`src/design/rrts_pkg.sv`:
```
// ----------------------------------------------------------------------------
// Round-robin thread scheduler package
// Shared sizes, codes, table port structs and the microcode ROM.
// ----------------------------------------------------------------------------
package rrts_pkg;

  localparam int unsigned NUM_SLOTS = 16;
  localparam int unsigned KEY_BITS  = 32;
  localparam int unsigned SLOT_W    = $clog2(NUM_SLOTS);
  localparam int unsigned UPC_W     = 5;

  typedef logic [SLOT_W-1:0]   slot_t;
  typedef logic [KEY_BITS-1:0] key_t;
  typedef logic [UPC_W-1:0]    upc_t;

  typedef enum logic [1:0] {
    SS_FREE  = 2'd0,
    SS_SLEEP = 2'd1,
    SS_READY = 2'd2,
    SS_RUN   = 2'd3
  } slot_st_e;

  // Command codes.
  localparam logic [2:0] CMD_START    = 3'd0;
  localparam logic [2:0] CMD_SLEEP    = 3'd1;
  localparam logic [2:0] CMD_WAKEUP   = 3'd2;
  localparam logic [2:0] CMD_SCHEDULE = 3'd3;
  localparam logic [2:0] CMD_END      = 3'd4;

  // Result status codes.
  localparam logic [1:0] STAT_OK      = 2'd0;
  localparam logic [1:0] STAT_NOFREE  = 2'd1;
  localparam logic [1:0] STAT_NORUN   = 2'd2;
  localparam logic [1:0] STAT_REFUSED = 2'd3;

  localparam logic [3:0] WOKEN_MAX = 4'hF;

  // Table read address source.
  typedef enum logic [1:0] {
    RS_CUR,
    RS_NEXT,
    RS_CURNEXT
  } rsel_e;

  // Walk pointer update.
  typedef enum logic [1:0] {
    NM_HOLD,
    NM_FIRST,
    NM_STEP
  } node_mode_e;

  // Datapath operation of one step.
  typedef enum logic [3:0] {
    OP_NONE,
    OP_ACCEPT,
    OP_LATCH,
    OP_FIND,
    OP_START_A,
    OP_START_B,
    OP_SLEEP,
    OP_WAKE,
    OP_SCAN,
    OP_FAIL,
    OP_DEMOTE,
    OP_PROMOTE,
    OP_UNLINK,
    OP_REFUSE,
    OP_NOFREE,
    OP_RESULT
  } op_e;

  // Sequencing: J_IF takes the target on the condition, J_WAIT holds on it,
  // J_LOOP takes the target on it, else repeats while the walk goes on.
  typedef enum logic [2:0] {
    J_NEXT,
    J_GOTO,
    J_IF,
    J_WAIT,
    J_LOOP,
    J_DISP
  } jmp_e;

  typedef enum logic [2:0] {
    C_NEVER,
    C_NO_IN,
    C_NOT_LIVE,
    C_NO_FREE,
    C_NOT_RUN,
    C_END_BAD,
    C_HIT,
    C_OUT_BUSY
  } cond_e;

  typedef struct packed {
    logic       accept;
    rsel_e      rsel;
    node_mode_e node;
    op_e        op;
    jmp_e       jmp;
    cond_e      cond;
    upc_t       tgt;
  } ucw_t;

  // Microprogram addresses.
  localparam upc_t U_IDLE   = 5'd0;
  localparam upc_t U_DISP   = 5'd1;
  localparam upc_t U_START  = 5'd2;
  localparam upc_t U_FIND   = 5'd3;
  localparam upc_t U_STA    = 5'd4;
  localparam upc_t U_STB    = 5'd5;
  localparam upc_t U_SLEEP  = 5'd6;
  localparam upc_t U_SLW    = 5'd7;
  localparam upc_t U_WAKE   = 5'd8;
  localparam upc_t U_WDONE  = 5'd9;
  localparam upc_t U_SCH    = 5'd10;
  localparam upc_t U_SFAIL  = 5'd11;
  localparam upc_t U_DEM    = 5'd12;
  localparam upc_t U_PROM   = 5'd13;
  localparam upc_t U_END    = 5'd14;
  localparam upc_t U_ENDU   = 5'd15;
  localparam upc_t U_REFUSE = 5'd16;
  localparam upc_t U_NOFREE = 5'd17;
  localparam upc_t U_FIN    = 5'd18;
  localparam upc_t U_RES    = 5'd19;

  typedef struct packed {
    slot_t    raddr;
    logic     st_we;
    slot_t    st_wa;
    slot_st_e st_wd;
    logic     key_we;
    slot_t    key_wa;
    key_t     key_wd;
    logic     nx_we;
    slot_t    nx_wa;
    slot_t    nx_wd;
    logic     pv_we;
    slot_t    pv_wa;
    slot_t    pv_wd;
  } tbl_req_t;

  typedef struct packed {
    slot_st_e st;
    key_t     key;
    slot_t    nx;
    slot_t    pv;
    logic     any_free;
    slot_t    first_free;
  } tbl_rsp_t;

  function automatic ucw_t uw(input logic accept, input rsel_e rsel,
                              input node_mode_e node, input op_e op,
                              input jmp_e jmp, input cond_e cond, input upc_t tgt);
    ucw_t w;
    w.accept = accept;
    w.rsel   = rsel;
    w.node   = node;
    w.op     = op;
    w.jmp    = jmp;
    w.cond   = cond;
    w.tgt    = tgt;
    return w;
  endfunction

  function automatic ucw_t ucode_rom(input upc_t pc);
    ucw_t w;
    unique case (pc)
      U_IDLE:   w = uw(1'b1, RS_CUR, NM_HOLD, OP_ACCEPT, J_WAIT, C_NO_IN, U_DISP);
      U_DISP:   w = uw(1'b0, RS_NEXT, NM_FIRST, OP_LATCH, J_DISP, C_NEVER, U_IDLE);
      U_START:  w = uw(1'b0, RS_CUR, NM_HOLD, OP_NONE, J_IF, C_NOT_LIVE, U_REFUSE);
      U_FIND:   w = uw(1'b0, RS_CUR, NM_HOLD, OP_FIND, J_IF, C_NO_FREE, U_NOFREE);
      U_STA:    w = uw(1'b0, RS_CUR, NM_HOLD, OP_START_A, J_NEXT, C_NEVER, U_IDLE);
      U_STB:    w = uw(1'b0, RS_CUR, NM_HOLD, OP_START_B, J_GOTO, C_NEVER, U_FIN);
      U_SLEEP:  w = uw(1'b0, RS_CUR, NM_HOLD, OP_NONE, J_IF, C_NOT_RUN, U_REFUSE);
      U_SLW:    w = uw(1'b0, RS_CUR, NM_HOLD, OP_SLEEP, J_GOTO, C_NEVER, U_FIN);
      U_WAKE:   w = uw(1'b0, RS_NEXT, NM_STEP, OP_WAKE, J_LOOP, C_NEVER, U_WAKE);
      U_WDONE:  w = uw(1'b0, RS_CUR, NM_HOLD, OP_NONE, J_GOTO, C_NEVER, U_FIN);
      U_SCH:    w = uw(1'b0, RS_NEXT, NM_STEP, OP_SCAN, J_LOOP, C_HIT, U_DEM);
      U_SFAIL:  w = uw(1'b0, RS_CUR, NM_HOLD, OP_FAIL, J_GOTO, C_NEVER, U_FIN);
      U_DEM:    w = uw(1'b0, RS_CUR, NM_HOLD, OP_DEMOTE, J_NEXT, C_NEVER, U_IDLE);
      U_PROM:   w = uw(1'b0, RS_CUR, NM_HOLD, OP_PROMOTE, J_GOTO, C_NEVER, U_FIN);
      U_END:    w = uw(1'b0, RS_CUR, NM_HOLD, OP_NONE, J_IF, C_END_BAD, U_REFUSE);
      U_ENDU:   w = uw(1'b0, RS_CURNEXT, NM_FIRST, OP_UNLINK, J_GOTO, C_NEVER, U_SCH);
      U_REFUSE: w = uw(1'b0, RS_CUR, NM_HOLD, OP_REFUSE, J_GOTO, C_NEVER, U_FIN);
      U_NOFREE: w = uw(1'b0, RS_CUR, NM_HOLD, OP_NOFREE, J_GOTO, C_NEVER, U_FIN);
      U_FIN:    w = uw(1'b0, RS_CUR, NM_HOLD, OP_NONE, J_NEXT, C_NEVER, U_IDLE);
      U_RES:    w = uw(1'b0, RS_CUR, NM_HOLD, OP_RESULT, J_WAIT, C_OUT_BUSY, U_IDLE);
      default:  w = uw(1'b0, RS_CUR, NM_HOLD, OP_NONE, J_GOTO, C_NEVER, U_IDLE);
    endcase
    return w;
  endfunction

  // Entry point of each command's microroutine.
  function automatic upc_t disp_target(input logic [2:0] cmd);
    upc_t t;
    unique case (cmd)
      CMD_START:    t = U_START;
      CMD_SLEEP:    t = U_SLEEP;
      CMD_WAKEUP:   t = U_WAKE;
      CMD_SCHEDULE: t = U_SCH;
      CMD_END:      t = U_END;
      default:      t = U_REFUSE;
    endcase
    return t;
  endfunction

endpackage

```
`src/design/rrts_slot_table.sv`:
```
// ----------------------------------------------------------------------------
// Slot table
// Per-slot state, wait key and ring links with one read address, registered read
// data and one write port per field. Reads see a write to the same entry.
// ----------------------------------------------------------------------------
module rrts_slot_table import rrts_pkg::*; (
  input  logic     clk_i,
  input  logic     rst_ni,
  input  tbl_req_t req_i,
  output tbl_rsp_t rsp_o
);

  slot_st_e st_mem_q  [NUM_SLOTS];
  key_t     key_mem_q [NUM_SLOTS];
  slot_t    nx_mem_q  [NUM_SLOTS];
  slot_t    pv_mem_q  [NUM_SLOTS];

  slot_st_e st_rd_q;
  key_t     key_rd_q;
  slot_t    nx_rd_q;
  slot_t    pv_rd_q;

  logic [NUM_SLOTS-1:0] free_vec;
  slot_t                first_free;

  // Slot zero starts running and linked to itself; all links clear to zero.
  always_ff @(posedge clk_i or negedge rst_ni) begin
    if (!rst_ni) begin
      for (int i = 0; i < NUM_SLOTS; i++) begin
        st_mem_q[i] <= (i == 0) ? SS_RUN : SS_FREE;
        nx_mem_q[i] <= '0;
        pv_mem_q[i] <= '0;
      end
    end else begin
      if (req_i.st_we) begin
        st_mem_q[req_i.st_wa] <= req_i.st_wd;
      end
      if (req_i.nx_we) begin
        nx_mem_q[req_i.nx_wa] <= req_i.nx_wd;
      end
      if (req_i.pv_we) begin
        pv_mem_q[req_i.pv_wa] <= req_i.pv_wd;
      end
    end
  end

  always_ff @(posedge clk_i) begin
    if (req_i.key_we) begin
      key_mem_q[req_i.key_wa] <= req_i.key_wd;
    end
  end

  always_ff @(posedge clk_i) begin
    st_rd_q  <= (req_i.st_we && req_i.st_wa == req_i.raddr) ? req_i.st_wd
                                                             : st_mem_q[req_i.raddr];
    key_rd_q <= (req_i.key_we && req_i.key_wa == req_i.raddr) ? req_i.key_wd
                                                               : key_mem_q[req_i.raddr];
    nx_rd_q  <= (req_i.nx_we && req_i.nx_wa == req_i.raddr) ? req_i.nx_wd
                                                             : nx_mem_q[req_i.raddr];
    pv_rd_q  <= (req_i.pv_we && req_i.pv_wa == req_i.raddr) ? req_i.pv_wd
                                                             : pv_mem_q[req_i.raddr];
  end

  always_comb begin
    for (int i = 0; i < NUM_SLOTS; i++) begin
      free_vec[i] = (st_mem_q[i] == SS_FREE);
    end
  end

  // Lowest numbered free slot.
  always_comb begin
    first_free = '0;
    for (int i = NUM_SLOTS - 1; i >= 0; i--) begin
      if (free_vec[i]) begin
        first_free = SLOT_W'(i);
      end
    end
  end

  assign rsp_o.st         = st_rd_q;
  assign rsp_o.key        = key_rd_q;
  assign rsp_o.nx         = nx_rd_q;
  assign rsp_o.pv         = pv_rd_q;
  assign rsp_o.any_free   = |free_vec;
  assign rsp_o.first_free = first_free;

endmodule

```
`src/design/round_robin_thread_scheduler.sv`:
```
// ----------------------------------------------------------------------------
// Round-robin thread scheduler
// Microcoded sequencer over a slot table: start, sleep, wakeup, schedule and
// end commands on a ring of thread slots, one result item per command.
// ----------------------------------------------------------------------------
//  Channel | Direction | Handshake               | Payload
//  --------+-----------+-------------------------+------------------------------
//  in      | input     | in_valid_i / in_ready_o | command_i, chan_key_i
//  out     | output    | out_valid_o/out_ready_i | status_o, running_slot_o,
//          |           |                         | running_valid_o,
//          |           |                         | started_slot_o, woken_count_o
//
// Start, sleep and refused commands need no walk; wakeup, schedule and end
// also walk the ring, visiting up to NUM_SLOTS slots, one per cycle through
// the table's single read port. Reset puts slot zero running directly in the
// table's flip-flops; there is no clearing pass. A finished result waits in
// the output register while the next item is accepted; the sequencer holds
// in its result step only while that register is still full.
// ----------------------------------------------------------------------------
module round_robin_thread_scheduler import rrts_pkg::*; (
  input  logic        clk_i,
  input  logic        rst_ni,
  input  logic        in_valid_i,
  output logic        in_ready_o,
  input  logic [2:0]  command_i,
  input  logic [31:0] chan_key_i,
  output logic        out_valid_o,
  input  logic        out_ready_i,
  output logic [1:0]  status_o,
  output logic [3:0]  running_slot_o,
  output logic        running_valid_o,
  output logic [3:0]  started_slot_o,
  output logic [3:0]  woken_count_o
);

  ucw_t     uw;
  tbl_req_t req;
  tbl_rsp_t rsp;

  upc_t upc_q, upc_d;
  slot_t cur_q;
  logic  live_q;
  logic  out_valid_q;

  logic [2:0] cmd_q;
  key_t       key_q;
  slot_st_e   curst_q;
  slot_t      curnext_q;
  slot_t      curprev_q;
  slot_t      node_q;
  slot_t      cnt_q;
  slot_t      free_q;
  slot_t      hit_q;
  logic [1:0] res_status_q;
  slot_t      started_q;
  logic [3:0] woken_q;

  logic [1:0] out_status_q;
  logic [3:0] out_slot_q;
  logic       out_run_q;
  logic [3:0] out_started_q;
  logic [3:0] out_woken_q;

  logic  in_fire;
  logic  out_busy;
  logic  cur_running;
  logic  walk_more;
  logic  hit;
  logic  wake_hit;
  logic  cond_true;
  slot_t raddr;

  assign uw = ucode_rom(upc_q);

  rrts_slot_table u_table (
    .clk_i  (clk_i),
    .rst_ni (rst_ni),
    .req_i  (req),
    .rsp_o  (rsp)
  );

  assign in_ready_o  = uw.accept;
  assign in_fire     = in_valid_i && uw.accept;
  assign out_busy    = out_valid_q && !out_ready_i;
  assign cur_running = live_q && (curst_q == SS_RUN);
  // The walk stops after the current slot or after NUM_SLOTS visits.
  assign walk_more   = (node_q != cur_q) && (cnt_q != SLOT_W'(NUM_SLOTS - 1));
  assign hit         = (rsp.st == SS_READY);
  assign wake_hit    = (rsp.st == SS_SLEEP) && (rsp.key == key_q);

  always_comb begin
    unique case (uw.cond)
      C_NEVER:    cond_true = 1'b0;
      C_NO_IN:    cond_true = !in_valid_i;
      C_NOT_LIVE: cond_true = !live_q;
      C_NO_FREE:  cond_true = !rsp.any_free;
      C_NOT_RUN:  cond_true = !cur_running;
      C_END_BAD:  cond_true = !cur_running || (curnext_q == cur_q);
      C_HIT:      cond_true = hit;
      C_OUT_BUSY: cond_true = out_busy;
      default:    cond_true = 1'b0;
    endcase
  end

  always_comb begin
    unique case (uw.jmp)
      J_NEXT:  upc_d = upc_q + 1'b1;
      J_GOTO:  upc_d = uw.tgt;
      J_IF:    upc_d = cond_true ? uw.tgt : upc_q + 1'b1;
      J_WAIT:  upc_d = cond_true ? upc_q : uw.tgt;
      J_LOOP:  upc_d = cond_true ? uw.tgt : (walk_more ? upc_q : upc_q + 1'b1);
      J_DISP:  upc_d = disp_target(cmd_q);
      default: upc_d = U_IDLE;
    endcase
  end

  always_comb begin
    unique case (uw.rsel)
      RS_CUR:     raddr = cur_q;
      RS_NEXT:    raddr = rsp.nx;
      RS_CURNEXT: raddr = curnext_q;
      default:    raddr = cur_q;
    endcase
  end

  // Table writes for each step.
  always_comb begin
    req        = '0;
    req.raddr  = raddr;
    req.st_wd  = SS_FREE;
    case (uw.op)
      OP_START_A: begin
        req.st_we = 1'b1;
        req.st_wa = free_q;
        req.st_wd = SS_READY;
        req.nx_we = 1'b1;
        req.nx_wa = free_q;
        req.nx_wd = curnext_q;
        req.pv_we = 1'b1;
        req.pv_wa = free_q;
        req.pv_wd = cur_q;
      end
      OP_START_B: begin
        req.nx_we = 1'b1;
        req.nx_wa = cur_q;
        req.nx_wd = free_q;
        req.pv_we = 1'b1;
        req.pv_wa = curnext_q;
        req.pv_wd = free_q;
      end
      OP_SLEEP: begin
        req.st_we  = 1'b1;
        req.st_wa  = cur_q;
        req.st_wd  = SS_SLEEP;
        req.key_we = 1'b1;
        req.key_wa = cur_q;
        req.key_wd = key_q;
      end
      OP_WAKE: begin
        req.st_we = wake_hit;
        req.st_wa = node_q;
        req.st_wd = SS_READY;
      end
      OP_DEMOTE: begin
        req.st_we = (curst_q == SS_RUN);
        req.st_wa = cur_q;
        req.st_wd = SS_READY;
      end
      OP_PROMOTE: begin
        req.st_we = 1'b1;
        req.st_wa = hit_q;
        req.st_wd = SS_RUN;
      end
      OP_UNLINK: begin
        req.nx_we = 1'b1;
        req.nx_wa = curprev_q;
        req.nx_wd = curnext_q;
        req.pv_we = 1'b1;
        req.pv_wa = curnext_q;
        req.pv_wd = curprev_q;
        req.st_we = 1'b1;
        req.st_wa = cur_q;
        req.st_wd = SS_FREE;
      end
      default: begin
      end
    endcase
  end

  always_ff @(posedge clk_i or negedge rst_ni) begin
    if (!rst_ni) begin
      upc_q       <= U_IDLE;
      cur_q       <= '0;
      live_q      <= 1'b1;
      out_valid_q <= 1'b0;
    end else begin
      upc_q <= upc_d;
      if (uw.op == OP_PROMOTE) begin
        cur_q  <= hit_q;
        live_q <= 1'b1;
      end else if (uw.op == OP_UNLINK) begin
        live_q <= 1'b0;
      end
      if (uw.op == OP_RESULT && !out_busy) begin
        out_valid_q <= 1'b1;
      end else if (out_ready_i) begin
        out_valid_q <= 1'b0;
      end
    end
  end

  always_ff @(posedge clk_i) begin
    case (uw.node)
      NM_FIRST: begin
        node_q <= raddr;
        cnt_q  <= '0;
      end
      NM_STEP: begin
        node_q <= raddr;
        cnt_q  <= cnt_q + 1'b1;
      end
      default: begin
      end
    endcase

    case (uw.op)
      OP_ACCEPT: begin
        if (in_fire) begin
          cmd_q        <= command_i;
          key_q        <= KEY_BITS'(chan_key_i);
          res_status_q <= STAT_OK;
          started_q    <= '0;
          woken_q      <= '0;
        end
      end
      OP_LATCH: begin
        curst_q   <= rsp.st;
        curnext_q <= rsp.nx;
        curprev_q <= rsp.pv;
      end
      OP_FIND:    free_q <= rsp.first_free;
      OP_START_A: started_q <= free_q;
      OP_WAKE: begin
        if (wake_hit && woken_q != WOKEN_MAX) begin
          woken_q <= woken_q + 1'b1;
        end
      end
      OP_SCAN: begin
        if (hit) begin
          hit_q <= node_q;
        end
      end
      OP_FAIL:   res_status_q <= (curst_q == SS_RUN) ? STAT_OK : STAT_NORUN;
      OP_UNLINK: curst_q <= SS_FREE;
      OP_REFUSE: res_status_q <= STAT_REFUSED;
      OP_NOFREE: res_status_q <= STAT_NOFREE;
      OP_RESULT: begin
        if (!out_busy) begin
          out_status_q  <= res_status_q;
          out_slot_q    <= 4'(cur_q);
          // The finish step read the current slot's entry.
          out_run_q     <= (rsp.st == SS_RUN);
          out_started_q <= 4'(started_q);
          out_woken_q   <= woken_q;
        end
      end
      default: begin
      end
    endcase
  end

  assign out_valid_o     = out_valid_q;
  assign status_o        = out_status_q;
  assign running_slot_o  = out_slot_q;
  assign running_valid_o = out_run_q;
  assign started_slot_o  = out_started_q;
  assign woken_count_o   = out_woken_q;

endmodule

```
`config.mk`:
```
export PLATFORM = sky130hd
export DESIGN_NAME = round_robin_thread_scheduler
export DESIGN_NICKNAME = d
export VERILOG_FILES = /design/src/design/rrts_pkg.sv /design/src/design/rrts_slot_table.sv /design/src/design/round_robin_thread_scheduler.sv
export SDC_FILE = /design/constraint.sdc
export NUM_CORES = 1
export LEC_CHECK = 0
export BUFFER_PORTS_ARGS = -buffer_cell sky130_fd_sc_hd__buf_2
export CAP_MARGIN = 20
export CORE_ASPECT_RATIO = 1.1
export CORE_MARGIN = 2
export CORE_UTILIZATION = 50
export CTS_BUF_LIST = sky130_fd_sc_hd__clkbuf_4
export DETAILED_ROUTE_END_ITERATION = 10
export PLACE_DENSITY = 0.65
export SLEW_MARGIN = 20
export SYNTH_ARGS = -nofsm -noshare
export SYNTH_HDL_FRONTEND = slang
export SYNTH_SLANG_ARGS = --single-unit
export TNS_END_PERCENT = 50
```
`constraint.sdc`:
```
create_clock -name clk_i -period 6.5 [get_ports clk_i]
set_input_delay 0.325 -clock clk_i [delete_from_list [all_inputs] [get_ports clk_i]]
set_output_delay 0.325 -clock clk_i [all_outputs]
set_load 0.005 [all_outputs]
```
=== Word level (Yosys, flattened, before mapping) ===
Memories as Yosys holds them, arrays and structs flattened. A register that Yosys moved wholly into a read port is not among the register bits.
Index checks and enable logic that the tools add are counted.
Widths: inputs -> output; s select.

* Input port bits: 39
* Register bits after elaboration: 267
* ROM bits: 640
* Memories kept: 2
* RAM bits: 512
* Logic and storage cells: 263
* Output and inout port bits: 17

* Bitwise gates (word level): 5
* Add/sub/neg operators: 3
* Order comparisons: 7
* Equality and inequality tests: 51
* Reductions and logical operators: 58
* Muxes and demuxes: 62

{| class="wikitable"
|+ Memories
! memory !! words !! bits a word !! rd ports !! clocked after memory_dff !! write ports !! RTL line !! text
|-
| (name not given) || 32 || 20 || 1 || 0 || 0 || rrts_pkg.sv:167 || <nowiki>unique case (pc)</nowiki>
|-
| u_table.key_mem_q || 16 || 32 || 1 || 1 || 1 || rrts_slot_table.sv:14 || <nowiki>key_t key_mem_q [NUM_SLOTS];</nowiki>
|}

{| class="wikitable"
|+ Operator list
! kind !! number
|-
| $bwmux 64 || 2
|-
| $mux 4 || 18
|-
| $pmux 18 s3 || 1
|-
| $pmux 7 s6 || 1
|-
| $mux 37 || 1
|-
| $bmux 4 s4 || 2
|-
| $bwmux 32 || 1
|-
| $demux 4 s4 || 2
|-
| $eq 32x32->1 || 1
|-
| $eq 4x4->1 const B || 8
|-
| $logic_not 2->1 || 16
|-
| $pmux 4 s2 || 4
|-
| $pmux 5 s6 || 1
|-
| $pmux 5 s5 || 1
|-
| $eq 3x3->1 const B || 7
|-
| $ge 5x5->1 const B || 4
|-
| $mux 5 || 4
|-
| $not 4->5 || 4
|-
| $eq 3x2->1 const B || 6
|-
| $eq 4x3->1 const B || 4
|-
| $eq 4x4->1 || 4
|-
| $mux 2 || 8
|-
| $reduce_or 16->1 || 1
|-
| $lt 5x1->1 const B || 3
|-
| other kinds (30) || 82
|}

=== Logic depth before layout (Yosys ltp) ===
Gate-level depths: netlist of the first run.

* Depth after elaboration: 16
* Gate-level depth with buffers: 19
* Depth with buffers taken out: 15

=== Cells and area by module ===
A second synthesis of the first run with hierarchy kept.

* Cell total of the unflattened synthesis: 1835
* Area total of the unflattened synthesis: 32910.3 um^2

{| class="wikitable"
|+ Modules (own cells, without submodules)
! module !! cells an instance !! seq. area each (um^2) !! times used !! area each (um^2)
|-
| rrts_slot_table || 1323 || 19661.4 || 1 || 27510.1
|-
| round_robin_thread_scheduler || 512 || 2859.0 || 1 || 5400.2
|}

=== Least setup slack after synthesis of the first run ===
No wires, ideal clock.

* Kind: register -> register
* Start: register upc_q[1]
* End: memory u_table.key_mem_q[0][0] (netlist bit), enable pin
* Stages on the path, launching flop included: 9
* Path buffers: 2
* Path slack: 0.588 ns
* Data arrival time: 5.399 ns
* Cells stage by stage: dfrtp_1 clkbuf_1 inv_1 ha_1 a211oi_1 a21oi_1 buf_2 nand3_1 nor4b_1

* Longest elaborated chain between the ends: 5

{| class="wikitable"
|+ RTL lines
! element !! RTL line !! text
|-
| start, declared || round_robin_thread_scheduler.sv:40 || <nowiki>upc_t upc_q, upc_d;</nowiki>
|-
| start signal, assigned || round_robin_thread_scheduler.sv:197 || <nowiki>upc_q <= upc_d;</nowiki>
|-
| $mem_v2 32x20 * || -- ||
|-
| $eq 4x3->1 * || round_robin_thread_scheduler.sv:131 || <nowiki>case (uw.op)</nowiki>
|-
| $mux 37 * || round_robin_thread_scheduler.sv:131 ||
|-
| $mux 1 || rrts_slot_table.sv:48 || <nowiki>if (req_i.key_we) begin</nowiki>
|-
| $mux 1 (implied by the code) || rrts_slot_table.sv:49 || <nowiki>key_mem_q[req_i.key_wa] <= req_i.key_wd;</nowiki>
|-
| end, declared || rrts_slot_table.sv:14 ||
|}

Every way passes the cells marked *; elsewhere a longest branch is shown, timed or not.

==> out/metrics.yaml, run 1 <==
clock_tree:
  cts-buffers-inserted: 195
  cts_tree: "yes"
  clock_tree.buffer_depth: 3
  clock_sinks: 783
  cts_root_buffer: "clkbuf_4"
  htreeDepth: 4
  clk_pin_slew_ns: 0.06
  cts.repair.resized: 0
  clkLatencyLatePin_ns: 1.04
global_routing:
  overflow: 0
  first_global_vias: 21062
  antenna_found_initial: 3
  grt_max_degree: 75
  grt_pass1_wl_microns: 124000
  grt.total_usage_pct: 24.0
critical_path:
  r2r_slack_ns: 1.47
  crit_path_start_kind: "flop"
  r2r_end: "u_table.st_mem_q[5]"
  crit_type: "reg -> reg"
  cp.arrival_ns: 5.84
  end_kind: "flop"
  cp_max_fo: 47
  r2r_cells: 10
  worstPathRequired_ns: 7.31
drt:
  wl_met1_microns: 33100
  via_per_inst: 5.90
  drtIter0Drc: 1773
  dr.pass1.iters: 6
  dr.max_layer_used: "met4"
  drc: 0
  vias: 20382
  route.met2.wl_microns: 42200
  post_drt_wl_per_cell_microns: 23.6
  ant_nets: 0
  drt-total-wl_microns: 81500
  wl_met3_microns: 4430
yosys:
  synth.most_common_cell: "edfxtp_1"
  synth_compound_area_share_pct: 7.86
  netlist_area_sq_um: 33500
  synth_adder_area_share_pct: 0.478
  yosys-top-cells-area: "edfxtp_1 54%, dfrtp_1 13%, mux4_2 9.5%"
  yosysSeqAreaShare_pct: 67.3
  synth-edff-count: 598
  synth_seq_cells: 783
  syn_area_per_cell_sq_um: 15.4
  synth_xor_area_share_pct: 1.88
  yosysTopAreaCellShare_pct: 53.6
  ys_types: 85
  yosys-top-cells-count: "598 x edfxtp_1, 172 x nand2_1, 168 x dfrtp_1"
  async_reset_ff_share_pct: 21.8
  synthCells: 2181
  synth-simple-area-share_pct: 7.50
  synth_top_cell_by_area: "edfxtp_1"
  yosys_most_used_dff: "edfxtp_1"
  synth_nets: 2232
  synthMuxAreaShare_pct: 13.0
  yosysWarnings: 0
  synth_top_family_by_area: "multiplexers"
cells_and_area:
  nets: 2502
  area_delta_synth_final_pct: 13.9
  multiInputGateArea_sq_um: 10500
  fillerInstances: 5179
  instances_no_fill: 3453
  drive_above_1_share_pct: 24.8
  regArea_sq_um: 22500
min_path:
  whs_path_depth: 2
  min_to: "key_q[11]"
  hold_class: "in -> reg"
  worstHoldStart: "chan_key_i[11]"
floorplan:
  initial_core_util_pct: 50.5
  design.die.area_sq_um: 69000
  core_sq_um: 66300
  rows: 99
  fp.dieW_microns: 251
  die_y_microns: 275
  num_io_pins: 56
power:
  ir_drop_mv: 0.162
  p_per_area_nw_per_um2: 318
  p_leak_nw: 12.4
sta:
  hold_viol_final: 0
  final.setup_skew_ns: 0.0758
  worst_slew_pin_slew_ns: 1.10
  hold_ws_ns: 0.101
  setup_tns_ns: 0
  min_period_ns: 5.03
  rsz0062_at_grt: "false"
  setup_viol: 0
  slew_violations: 0
  fmax_mhz: 199
  slew_headroom_pct: 26.7
  finalCritPeriodShare_pct: 77.4
flow_run:
  maxCapViolations: 0
placement:
  place.gp.congestion: 0.887
  place_inst: 3038
  dp_hpwl_microns: 49000
  portBuffers: 55
run_status:
  outcome: "finished, final reports clean"
-- registers in the layout (all words and copies together) (netlist names), 5 cells and up, named ones only --
register,flops
u_table.key_mem_q,512
u_table.nx_mem_q,64
u_table.st_mem_q,32
u_table.pv_mem_q,64
key_q,32
upc_q,5
-- area by class of cell --
cell class	instances	area share (%)
inverters	27	0.272
clock inverters	45	0.672
repair buffers	189	3.97
flip-flops and latches	783	59.1
multi-input cells	1255	27.4
diodes	3	0.0197
clock buffers	293	5.77
well taps	858	2.81
-- routing by layer --
metal  GRT usage, %  vias up
li1               -     9169
met1           30.6    10407
met2           41.4      682
met3           4.40      124
met4           8.53        0
met5              0        -
-- worst max-delay path, stage by stage, from the launching register on --
cell	delay, ns
dfxtp_4	0.86
buf_4	0.58
mux4_2	0.39
mux2i_1	0.18
xnor2_1	0.09
a221o_1	0.29
nor4_1	0.50
o2111ai_1	0.23
or4_4	0.75
a21boi_2	0.75
a2bb2oi_1	0.16
-- through the flow --
stage / util (%) / total power, W / setup slack, ns / instance area [sq um]
floorplan: - / 0.00746 / 0.588 / 33500
global placement: 52.6 / 0.00806 / 1.49 / 34900
detailed placement: 52.7 / 0.00812 / 1.40 / 34900
CTS: 57.5 / 0.0122 / 1.37 / 38100
global route: 57.6 / 0.0127 / 1.11 / 38100
finish: 57.6 / 0.0121 / 1.47 / 38100
-- placed cells by master (no fill, tap or decap), drive strengths merged, types with 16 or more instances in the layout --
cell / instances
nor4: 25
mux2i: 90
a21oi: 104
dfrtp: 168
a22oi: 16
nor3: 27
dlygate4sd3: 73
mux2: 25
and2: 41
buf: 116
nand4: 16
mux4: 141
o22ai: 29
xor2: 39
xnor2: 33
nand2: 172
a2bb2oi: 33
nor2: 119
nand3: 25
clkbuf: 293
o21ai: 105
clkinv: 37
edfxtp: 598
nor2b: 21
inv: 30
-- how the worst max path moves through the flow --
stage	slack (ns)	endpoint	startpoint
after global placement	1.49	u_table.st_mem_q[0]	flop
after floorplan	0.59	u_table.key_mem_q[0][0]	upc_q[1]
final	1.47	u_table.st_mem_q[5]	flop
after detailed placement	1.40	u_table.st_mem_q[5]	flop
after CTS	1.37	u_table.st_mem_q[14]	flop
after global routing	1.11	u_table.key_mem_q[7][0]	upc_q[1]
-- repair_timing --
action                    in CTS  in global routing
hold buffers                  74                  0
hold endpoints to repair     144                  0
buffers inserted               0                  0
-- cells by family after synthesis --
group           Yosys count
compound gates          400
xor+xnor                 72
fa+ha+maj                13
buf+inv                 143
flops                   783
mux                     256
simple gates            514
-- where the power goes --
group	internal, W	switching, W	total [W]	leakage (nW)
Combinational	0.000794	0.00124	0.00204	3.88
Sequential	0.00572	0.000327	0.00604	7.08
Clock	0.00213	0.00194	0.00407	1.46
Total	0.00864	0.00351	0.0121	12.4
(Power assumes the default switching activity.)
==> run 2, diff against run 1 <==
Settings changed: PLACE_DENSITY 0.65 to 0.67.
Clock period 6.5 ns to 4.03 ns, I/O delays scaled along.
==> run 2 against run 1 <==
- power grew 63%
- clock power grew 59%
- clock skew shrank 0.0066 ns
- global-route usage grew 0.20 points
- core utilization grew 1.5 points
- hold slack gained 0.0034 ns
- highest routed layer unchanged
==> out/metrics.yaml, run 2 (synthesis gave the netlist of run 1 again) <==
power:
  p_seq_share_pct: 48.9
  p_leak_nw: 12.9
  total_power_w: 0.0198
  ir_drop_mv: 0.351
  p_per_area_nw_per_um2: 505
  clkPwrFrac_pct: 32.7
  internal_power_w: 0.0140
  comb_power_share_pct: 18.4
  switchingPower_w: 0.00575
  sw_frac_of_total_pct: 29.1
floorplan:
  die_y_microns: 275
  rows: 99
  fp.dieW_microns: 251
  design.die.area_sq_um: 69000
  core_sq_um: 66300
  initial_core_util_pct: 50.5
  num_io_pins: 56
drt:
  dr.pass1.iters: 6
  ant_nets: 0
  post_drt_wl_per_cell_microns: 23.1
  drt-total-wl_microns: 81900
  drc: 0
  drtIter0Drc: 1781
  vias: 20627
  via_per_inst: 5.82
critical_path:
  slowest_delay_ns: 0.71
  crit_type: "reg -> reg"
  end_kind: "flop"
  crit_path_start_kind: "flop"
  critPathMostFrequentCell: "buf_4"
  crit_slowest_cell: "or4_4"
  r2r_cells: 14
  worstPathRequired_ns: 4.84
  r2r_end: "u_table.st_mem_q[0]"
  critPathCapture: "u_table.st_mem_q[0]"
  cp_cell_sequence: "buf_12, buf_12, and2_1, a22o_1, a221oi_1, buf_4, mux2_2, a211oi_1, o2111ai_1, or4_4, buf_4, a21boi_2, buf_4, a2bb2oi_1"
  r2r_slack_ns: 0.13
  cp_max_fo: 21
  cp.arrival_ns: 4.71
sta:
  setup_viol: 0
  fmax_mhz: 257
  slew_headroom_pct: 37.9
  rsz0062_at_grt: "true"
  min_period_ns: 3.90
  slew_violations: 0
  final.setup_skew_ns: 0.0693
  finalCritPeriodShare_pct: 96.7
  worst_slew_pin_slew_ns: 0.927
  hold_viol_final: 0
clock_tree:
  htreeDepth: 4
  cts_tree: "yes"
  cts_root_buffer: "clkbuf_4"
  clkLatencyLatePin_ns: 1.02
  cts-buffers-inserted: 195
  clock_tree.buffer_depth: 3
  clk_pin_slew_ns: 0.06
  clock_sinks: 783
cells_and_area:
  drive_above_1_share_pct: 27.4
  area_delta_synth_final_pct: 16.9
  instances_no_fill: 3545
  final_cell_mix: "598 x edfxtp_1, 291 x clkbuf_4, 172 x nand2_1"
  largestRegisters: "u_table.key_mem_q (512), u_table.nx_mem_q (64), u_table.pv_mem_q (64)"
  nets: 2585
  top_register: "u_table.key_mem_q"
  final_common_cell: "edfxtp_1"
  largest_reg_flops: 512
min_path:
  hold_class: "in -> reg"
placement:
  place.gp.congestion: 0.903
  dp_hpwl_microns: 49500
  portBuffers: 55
  place_inst: 3114
global_routing:
  grt_max_degree: 97
  overflow: 0
  grt.total_usage_pct: 24.2
  antenna_found_initial: 1
  grt_pass1_wl_microns: 125000
  first_global_vias: 21546
flow_run:
  maxCapViolations: 0
run_status:
  outcome: "finished, final reports clean"
## run 2: critical path: cells and delay by family (launching register included)
kind,cells,cell delay (ns)
multiplexers,1,0.34
AND/OR/NAND/NOR,2,0.96
buffers and inverters,5,0.92
flip-flops,1,0.37
AO/OA/AOI/OAI,6,1.10
## run 2: timing repair
item,4_1_cts,5_1_grt
setup buffers,0,6
pin swaps,0,0
hold buffers,75,0
endpoints found under the hold margin,230,0
setup endpoints to repair,2,42
resized for setup,2,15
## run 2: how the worst min path moves through the flow
stage | slack, ns | startpoint | end | depth (start not counted)
final | 0.10 | out_ready_i | out_valid_o | 4
after global routing | 0.03 | out_ready_i | out_valid_o | 4
after CTS | 0.002 | out_ready_i | out_valid_o | 4
after detailed placement | 0.38 | rst_ni | u_table.pv_mem_q[48] | 1
after global placement | 0.36 | rst_ni | u_table.pv_mem_q[48] | 1
after floorplan | -0.09 | rst_ni | cur_q[0] | 0
## run 2: power groups by stage
stage,clock (W),sequential (W),combinational (W)
2_1_floorplan,0,0.00959,0.00244
3_3_place_gp,0,0.00982,0.00344
3_5_place_dp,0,0.00983,0.00350
4_1_cts,0.00665,0.00967,0.00358
5_1_grt,0.00706,0.00971,0.00396
6_report,0.00647,0.00966,0.00363
## run 2: per-layer routing
layer	wire length (microns)	part of all wire, %	up-vias	track usage [%]
met2	42000	51	712	41.6
met1	32600	40	10417	29.8
met4	2310	2.8	0	10.0
met3	4940	6.0	140	5.37
li1	-	-	9358	-
met5	0	0	-	0
## run 2: area by class of cell
type                            instances  area, sq um
Antenna cell                            1         2.50
Clock buffer                          291         2180
Clock inverter                         58          265
Fill cell                            5105        27100
Inverter                               27          101
Multi-Input combinational cell       1255        10500
Sequential cell                       783        22500
Tap cell                              858         1070
Timing Repair Buffer                  272         2410
## run 2: stage by stage
| step | area [sq um] | setup TNS [ns] | hold slack, ns | worst slack, ns | utilization [%] |
|---|---|---|---|---|---|
| 6_report | 39100 | 0 | 0.104 | 0.134 | 59.0 |
| 5_1_grt | 39100 | -0.0194 | 0.0283 | -0.0118 | 59.0 |
| 4_1_cts | 39000 | 0 | 0.00169 | 0.0108 | 58.8 |
| 3_5_place_dp | 35700 | -0.0449 | 0.380 | -0.0449 | 53.9 |
| 3_3_place_gp | 35700 | 0 | 0.358 | 0.0916 | 53.9 |
| 2_1_floorplan | 33500 | -230.11 | -0.0941 | -0.986 | - |
